[config.mk]
export PLATFORM = sky130hd
export DESIGN_NAME = tls_cmp
export DESIGN_NICKNAME = d
export VERILOG_FILES = /design/src/rtl/text_line_sorter_top_defines.svh /design/src/rtl/tls_pkg.sv /design/src/rtl/tls_cmp.sv
export SDC_FILE = /design/constraint.sdc
export NUM_CORES = 1
export LEC_CHECK = 0
export BUFFER_PORTS_ARGS = -buffer_cell sky130_fd_sc_hd__buf_2
export CAP_MARGIN = 5
export CORE_MARGIN = 10
export CORE_UTILIZATION = 37
export CTS_CLUSTER_DIAMETER = 50
export DETAILED_ROUTE_END_ITERATION = 10
export GPL_TIMING_DRIVEN = 0
export PLACE_DENSITY = 0.63
export SLEW_MARGIN = 20
export SYNTH_ARGS = -nofsm -noshare
export SYNTH_HDL_FRONTEND = slang
export SYNTH_SLANG_ARGS = --single-unit
[constraint.sdc]
create_clock -name clk -period 5.3 [get_ports clk]
set_clock_uncertainty 0.2 [all_clocks]
set_input_delay 0.265 -clock clk [delete_from_list [all_inputs] [get_ports clk]]
set_output_delay 0.265 -clock clk [all_outputs]
set_load 0.02 [all_outputs]
[src/rtl/text_line_sorter_top_defines.svh]
// ----------------------------------------------------------------------------
// text_line_sorter_top_defines
// Assertion macros for the text line sorter.
// ----------------------------------------------------------------------------
`ifndef TEXT_LINE_SORTER_TOP_DEFINES_SVH
`define TEXT_LINE_SORTER_TOP_DEFINES_SVH

// same-cycle implication, clocked on clk, off during reset
`define TLS_CHECK(lbl, ante, cons, msg) \
  lbl: assert property (@(posedge clk) disable iff (rst) (ante) |-> (cons)) else $error(msg);

// next-cycle implication
`define TLS_CHECK_NEXT(lbl, ante, cons, msg) \
  lbl: assert property (@(posedge clk) disable iff (rst) (ante) |=> (cons)) else $error(msg);

`endif

[src/rtl/tls_pkg.sv]
// ----------------------------------------------------------------------------
// tls_pkg
// Shared constants and types of the text line sorter.
// ----------------------------------------------------------------------------
package tls_pkg;

  localparam int LINES    = 256;
  localparam int LINE_LEN = 128;
  localparam int IDX_W    = $clog2(LINES);
  localparam int COL_W    = $clog2(LINE_LEN);
  localparam int CNT_W    = IDX_W + 1;
  localparam int ADDR_W   = IDX_W + COL_W;

  localparam logic [1:0] OP_APPEND = 2'd0;
  localparam logic [1:0] OP_END    = 2'd1;
  localparam logic [1:0] OP_SORT   = 2'd2;
  localparam logic [1:0] OP_READ   = 2'd3;

  localparam logic [1:0] STAT_OK  = 2'd0;
  localparam logic [1:0] STAT_OVF = 2'd1;
  localparam logic [1:0] STAT_BAD = 2'd2;

  localparam logic [1:0] REG_COLUMN_START   = 2'd0;
  localparam logic [1:0] REG_CASE_SENSITIVE = 2'd1;
  localparam logic [1:0] REG_NUMERIC_KEYS   = 2'd2;

  localparam logic [7:0] CH_UP_A  = 8'h41;
  localparam logic [7:0] CH_UP_Z  = 8'h5A;
  localparam logic [7:0] CASE_OFS = 8'd32;
  localparam logic [7:0] CH_LF    = 8'd10;
  localparam logic [7:0] CH_TAB   = 8'h09;
  localparam logic [7:0] CH_SPACE = 8'h20;
  localparam logic [7:0] CH_MINUS = 8'h2D;
  localparam logic [7:0] CH_PLUS  = 8'h2B;
  localparam logic [7:0] CH_0     = 8'h30;
  localparam logic [7:0] CH_9     = 8'h39;

  typedef struct packed {
    logic [7:0] column_start;
    logic       case_sensitive;
    logic       numeric_keys;
  } cfg_t;

  typedef struct packed {
    logic done;
    logic lt;
    logic gt;
  } cmp_res_t;

endpackage

[src/rtl/tls_cmp.sv]
// ----------------------------------------------------------------------------
// tls_cmp
// Shared key compare unit: walks two lines of line memory byte by byte.
// ----------------------------------------------------------------------------
module tls_cmp (
  input  logic                          clk,
  input  logic                          rst,
  input  logic                          start,
  input  logic [tls_pkg::IDX_W-1:0]     a_line,
  input  logic [tls_pkg::IDX_W-1:0]     b_line,
  input  tls_pkg::cfg_t                 cfg,
  input  logic [tls_pkg::COL_W-1:0]     len_data,
  input  logic [7:0]                    store_data,
  output logic [tls_pkg::IDX_W-1:0]     len_addr,
  output logic [tls_pkg::ADDR_W-1:0]    store_addr,
  output tls_pkg::cmp_res_t             res
);

  localparam logic [3:0] C_IDLE = 4'd0;
  localparam logic [3:0] C_LA   = 4'd1;
  localparam logic [3:0] C_LB   = 4'd2;
  localparam logic [3:0] C_LBD  = 4'd3;
  localparam logic [3:0] C_TRA  = 4'd4;
  localparam logic [3:0] C_TRB  = 4'd5;
  localparam logic [3:0] C_TRC  = 4'd6;
  localparam logic [3:0] C_NRD  = 4'd7;
  localparam logic [3:0] C_NUSE = 4'd8;
  localparam logic [3:0] C_NEND = 4'd9;

  logic [3:0]                  state;
  logic [tls_pkg::IDX_W-1:0]   a_reg, b_reg;
  logic [tls_pkg::COL_W-1:0]   sa, sb, la, lb, k;
  logic [7:0]                  ca;
  logic [31:0]                 num, na;
  logic                        neg, phase, which;
  logic [tls_pkg::COL_W-1:0]   key_start, key_len, cur_len;
  logic signed [7:0]           fa, fb;
  logic [31:0]                 num_val;
  logic [tls_pkg::COL_W-1:0]   col_a, col_b;

  function automatic logic [7:0] fold(input logic [7:0] c, input logic exact);
    logic [7:0] r;
    r = c;
    if (!exact && c >= tls_pkg::CH_UP_A && c <= tls_pkg::CH_UP_Z) begin
      r = c + tls_pkg::CASE_OFS;
    end
    return r;
  endfunction

  // key window of the line whose length is on len_data
  always_comb begin
    key_start = '0;
    key_len   = len_data;
    if (cfg.column_start != 8'd0) begin
      if (cfg.column_start <= {1'b0, len_data}) begin
        key_start = tls_pkg::COL_W'(cfg.column_start - 8'd1);
        key_len   = len_data - key_start;
      end else begin
        key_len = '0;
      end
    end
  end

  assign col_a    = sa + k;
  assign col_b    = sb + k;
  assign len_addr = (state == C_LA) ? a_reg : b_reg;
  assign cur_len  = which ? lb : la;
  assign fa       = $signed(fold(ca, cfg.case_sensitive));
  assign fb       = $signed(fold(store_data, cfg.case_sensitive));
  assign num_val  = (neg ? (32'd0 - num) : num) ^ 32'h8000_0000;

  always_comb begin
    if (state == C_TRB || (state == C_NRD && which)) begin
      store_addr = {b_reg, col_b};
    end else begin
      store_addr = {a_reg, col_a};
    end
  end

  always_ff @(posedge clk) begin
    if (rst) begin
      state <= C_IDLE;
      res   <= '0;
    end else begin
      // done pulses for one cycle; the unit is idle while it is high
      if (res.done) res.done <= 1'b0;
      case (state)
        C_IDLE: begin
          if (start) begin
            a_reg <= a_line;
            b_reg <= b_line;
            state <= C_LA;
          end
        end
        C_LA: state <= C_LB;
        C_LB: begin
          sa    <= key_start;
          la    <= key_len;
          state <= C_LBD;
        end
        C_LBD: begin
          sb    <= key_start;
          lb    <= key_len;
          k     <= '0;
          num   <= '0;
          neg   <= 1'b0;
          phase <= 1'b0;
          which <= 1'b0;
          state <= cfg.numeric_keys ? C_NRD : C_TRA;
        end
        C_TRA: begin
          if (k < la && k < lb) begin
            state <= C_TRB;
          end else begin
            res   <= '{done: 1'b1, lt: (la < lb), gt: (la > lb)};
            state <= C_IDLE;
          end
        end
        C_TRB: begin
          ca    <= store_data;
          state <= C_TRC;
        end
        C_TRC: begin
          if (fa != fb) begin
            res   <= '{done: 1'b1, lt: (fa < fb), gt: (fa > fb)};
            state <= C_IDLE;
          end else begin
            k     <= k + 1'b1;
            state <= C_TRA;
          end
        end
        C_NRD: state <= (k < cur_len) ? C_NUSE : C_NEND;
        C_NUSE: begin
          state <= C_NRD;
          if (!phase) begin
            if (store_data == tls_pkg::CH_SPACE || store_data == tls_pkg::CH_TAB) begin
              k <= k + 1'b1;
            end else if (store_data == tls_pkg::CH_MINUS) begin
              neg   <= 1'b1;
              k     <= k + 1'b1;
              phase <= 1'b1;
            end else if (store_data == tls_pkg::CH_PLUS) begin
              k     <= k + 1'b1;
              phase <= 1'b1;
            end else begin
              phase <= 1'b1;  // revisit this byte as a digit
            end
          end else if (store_data >= tls_pkg::CH_0 && store_data <= tls_pkg::CH_9) begin
            num <= (num << 3) + (num << 1) + {24'd0, store_data - tls_pkg::CH_0};
            k   <= k + 1'b1;
          end else begin
            state <= C_NEND;
          end
        end
        C_NEND: begin
          if (!which) begin
            na    <= num_val;
            which <= 1'b1;
            k     <= '0;
            num   <= '0;
            neg   <= 1'b0;
            phase <= 1'b0;
            state <= C_NRD;
          end else begin
            res   <= '{done: 1'b1, lt: (na < num_val), gt: (na > num_val)};
            state <= C_IDLE;
          end
        end
        default: state <= C_IDLE;
      endcase
    end
  end

endmodule

==> impl_metrics.ini <==
[grt]
use_met2 = 0.235
grt_overflow = 0
grt_max_degree = 29
antenna_found_initial = 1
use_met1 = 0.160
gr-usage-all-layers = 0.133
grt_pass1_wl_mm = 38.5
grt_pass1_vias = 7826
grt_use_met3 = 0.0233
grt_busiest_layer = met2

[synth]
syn_area_per_cell_um2 = 10.1
synth_top_area_share = 0.369
netlist_area_um2 = 10200
synth_fp_nets = 1213
postSynth.asyncResetShare = 0
synth_cells = 1012
ys_ff_latch = 133
yosysMostFrequentCell = ha_1
synth_cell_types = 53
ys_warn_count = 0
synth_top_area_cell = edfxtp_1
ys_seq_area_frac = 0.383
ys_top_cells_by_area = edfxtp_1 37%, ha_1 18%, xnor2_1 4.2%, inv_1 3.6%, a21oi_1 3.0%
ys_top_cells_by_count = 149 x ha_1, 126 x edfxtp_1, 99 x inv_1, 81 x nor2_1, 62 x a21oi_1
ys_dominant_reg_cell = edfxtp_1
synth-edff-count = 126

[pwr]
p_per_area_nw_per_um2 = 234
p_comb_frac = 0.167
intPower_mw = 2.02
p_clk_frac = 0.403
seqPwrFrac = 0.429
switchingPower_mw = 0.774
vdd_drop_max_mv = 0.208
p_leak_nw = 5.18
power.total_mw = 2.79
swShare = 0.277

[floorplanning]
fp.dieArea_um2 = 34700
die_w_um = 186
initial_utilization = 0.378
rows = 60
core_um2 = 27100
io_pins = 70
dieHeight_um = 186

[routing]
vias_per_cell = 5.13
drt_pass1_iterations = 5
drcViolationCount = 0
finalWirelength_mm = 23.4
dr.first_iter.drc_count = 360
wire_per_inst_um = 15.5
via_count = 7764
ant_nets = 0

[min_path]
holdCritStartpoint = len_data[3]
hp-class = in -> reg

[critical_path]
crit_type = reg -> reg
cp_max_fo = 5
critPathLaunchType = flop
required_ns = 5.38
crit_path_end_kind = flop
timing.rr.start = num[9]
startpoint = num[9]
arrival_ns = 4.95

[clocking]
cts.sinks = 133
cts-root-buf = clkbuf_16
cts_made_buffers = 17
postCtsSetupRepairBufs = 0
h-tree-depth = 4
clock_latency_ns = 0.42
cts_tree = done
clockBufferDepth = 2
path_clk_slew_ns = 0.06

[outcome]
status = completed

[final_layout]
drive_above_1_share = 0.127
fin_nets = 1330
reg_top3 = na (32), num (32)
fillCellCount = 2581
final_area_um2 = 11900
synthToLayoutAreaGrowth_pct = 16.6

[timing]
fin_crit_sh = 0.919
min_period_ns = 4.87
slew_headroom = 0.422
tightest_slew_ns = 0.860
rsz0062_at_grt = no
finalHoldViolCount = 0
setup_viol = 0
tns_ns = 0
fmax_ghz = 0.205
slew_viol_final = 0

[placed_design]
dp_hpwl_mm = 18.4
place.port_buffers = 68
gp_congestion = 0.842
placed_area_um2 = 11100

[run]
cap_violations = 0
[layout make-up]
cell class	count	area, µm²	area share
tap	372	465	0.0390
inverter	99	372	0.0311
clock buffer	17	425	0.0356
buffer	18	67.6	0.00566
timing repair buffer	98	646	0.0541
sequential	133	3920	0.329
multi-input combinational	762	5910	0.495
clock inverter	14	129	0.0108
antenna	1	2.50	0.000210
[power groups by stage]
stage | clock network (mW) | logic, mW | registers (mW)
final | 1.13 | 0.467 | 1.20
after CTS | 1.15 | 0.470 | 1.20
after floorplan | 0 | 0.321 | 1.21
after detailed placement | 0 | 0.452 | 1.22
after global placement | 0 | 0.443 | 1.22
after global routing | 1.20 | 0.524 | 1.20
[worst max-delay path: stages, from the launching register on]
cell and delay, ns:
edfxtp_1 0.48, or3_4 0.46, nor4_4 0.30, nand3b_1 0.15, or3_1 0.42, or3_4 0.40
o21ai_0 0.20, xnor2_1 0.16, inv_1 0.07, ha_1 0.28, and4_1 0.19, and4_1 0.23
o211ai_1 0.11, a31oi_1 0.12, a211o_1 0.32, a21oi_1 0.33, nand3b_1 0.18, a41oi_1 0.12
[routing by layer]
| layer | vias up | wire, µm | share of wire |
|---|---|---|---|
| li1 | 3943 | - | - |
| met1 | 3672 | 10700 | 0.46 |
| met2 | 125 | 11700 | 0.50 |
| met3 | 24 | 597 | 0.025 |
| met4 | 0 | 425 | 0.018 |
| met5 | - | 0 | 0 |
[path summary, 6_finish.rpt]
kind             to  slack, ns  depth (start not counted)
max          res[0]       0.43                         17
min           la[3]       0.02                          3
max reg2reg  res[0]       0.43                         17
min reg2reg  res[1]       0.39                          2
[logic make-up after synthesis]
group | synth area share
flops | 0.383
simple gates | 0.128
compound gates | 0.144
mux | 0.0351
buf+inv | 0.0429
xor+xnor | 0.0693
fa+ha+maj | 0.198
[placed cells by master, fill, tap and decap left out, drive strengths merged, types with 6 or more instances in the layout]
master and instances:
xor2 32, o21ai 53, and3 13, nor3 17, nor2b 6, nand2b 8, dlygate4sd3 25, and4 6
a211oi 10, o31ai 10, a31oi 13, mux2 23, nor2 81, clkinv 7, or4 7, mux2i 10
buf 75, xnor2 49, a21oi 62, nand2 58, o21bai 6, o211ai 8, inv 102, nand4 14
o21a 12, clkbuf 33, fa 8, edfxtp 126, nand3 16, nor4 6, dfxtp 7, ha 149
a21o 29, or3 14
[what timing repair did]
action,in CTS,in global routing
endpoints found under the setup margin,0,1
resized for setup,0,1
hold endpoints to repair,26,0
hold buffers,25,0
[per-stage QoR]
stage	instances	setup WS, ns	hold slack [ns]	utilization
after CTS	1513	0.163	0.00209	0.440
after detailed placement	1457	0.484	0.243	0.411
after global placement	1452	-0.568	0.243	0.408
after global routing	1514	0.102	0.0225	0.440
after floorplan	1012	1.12	0.164	-
final	1514	0.429	0.0151	0.440
Power figures use the tool's default switching activity.
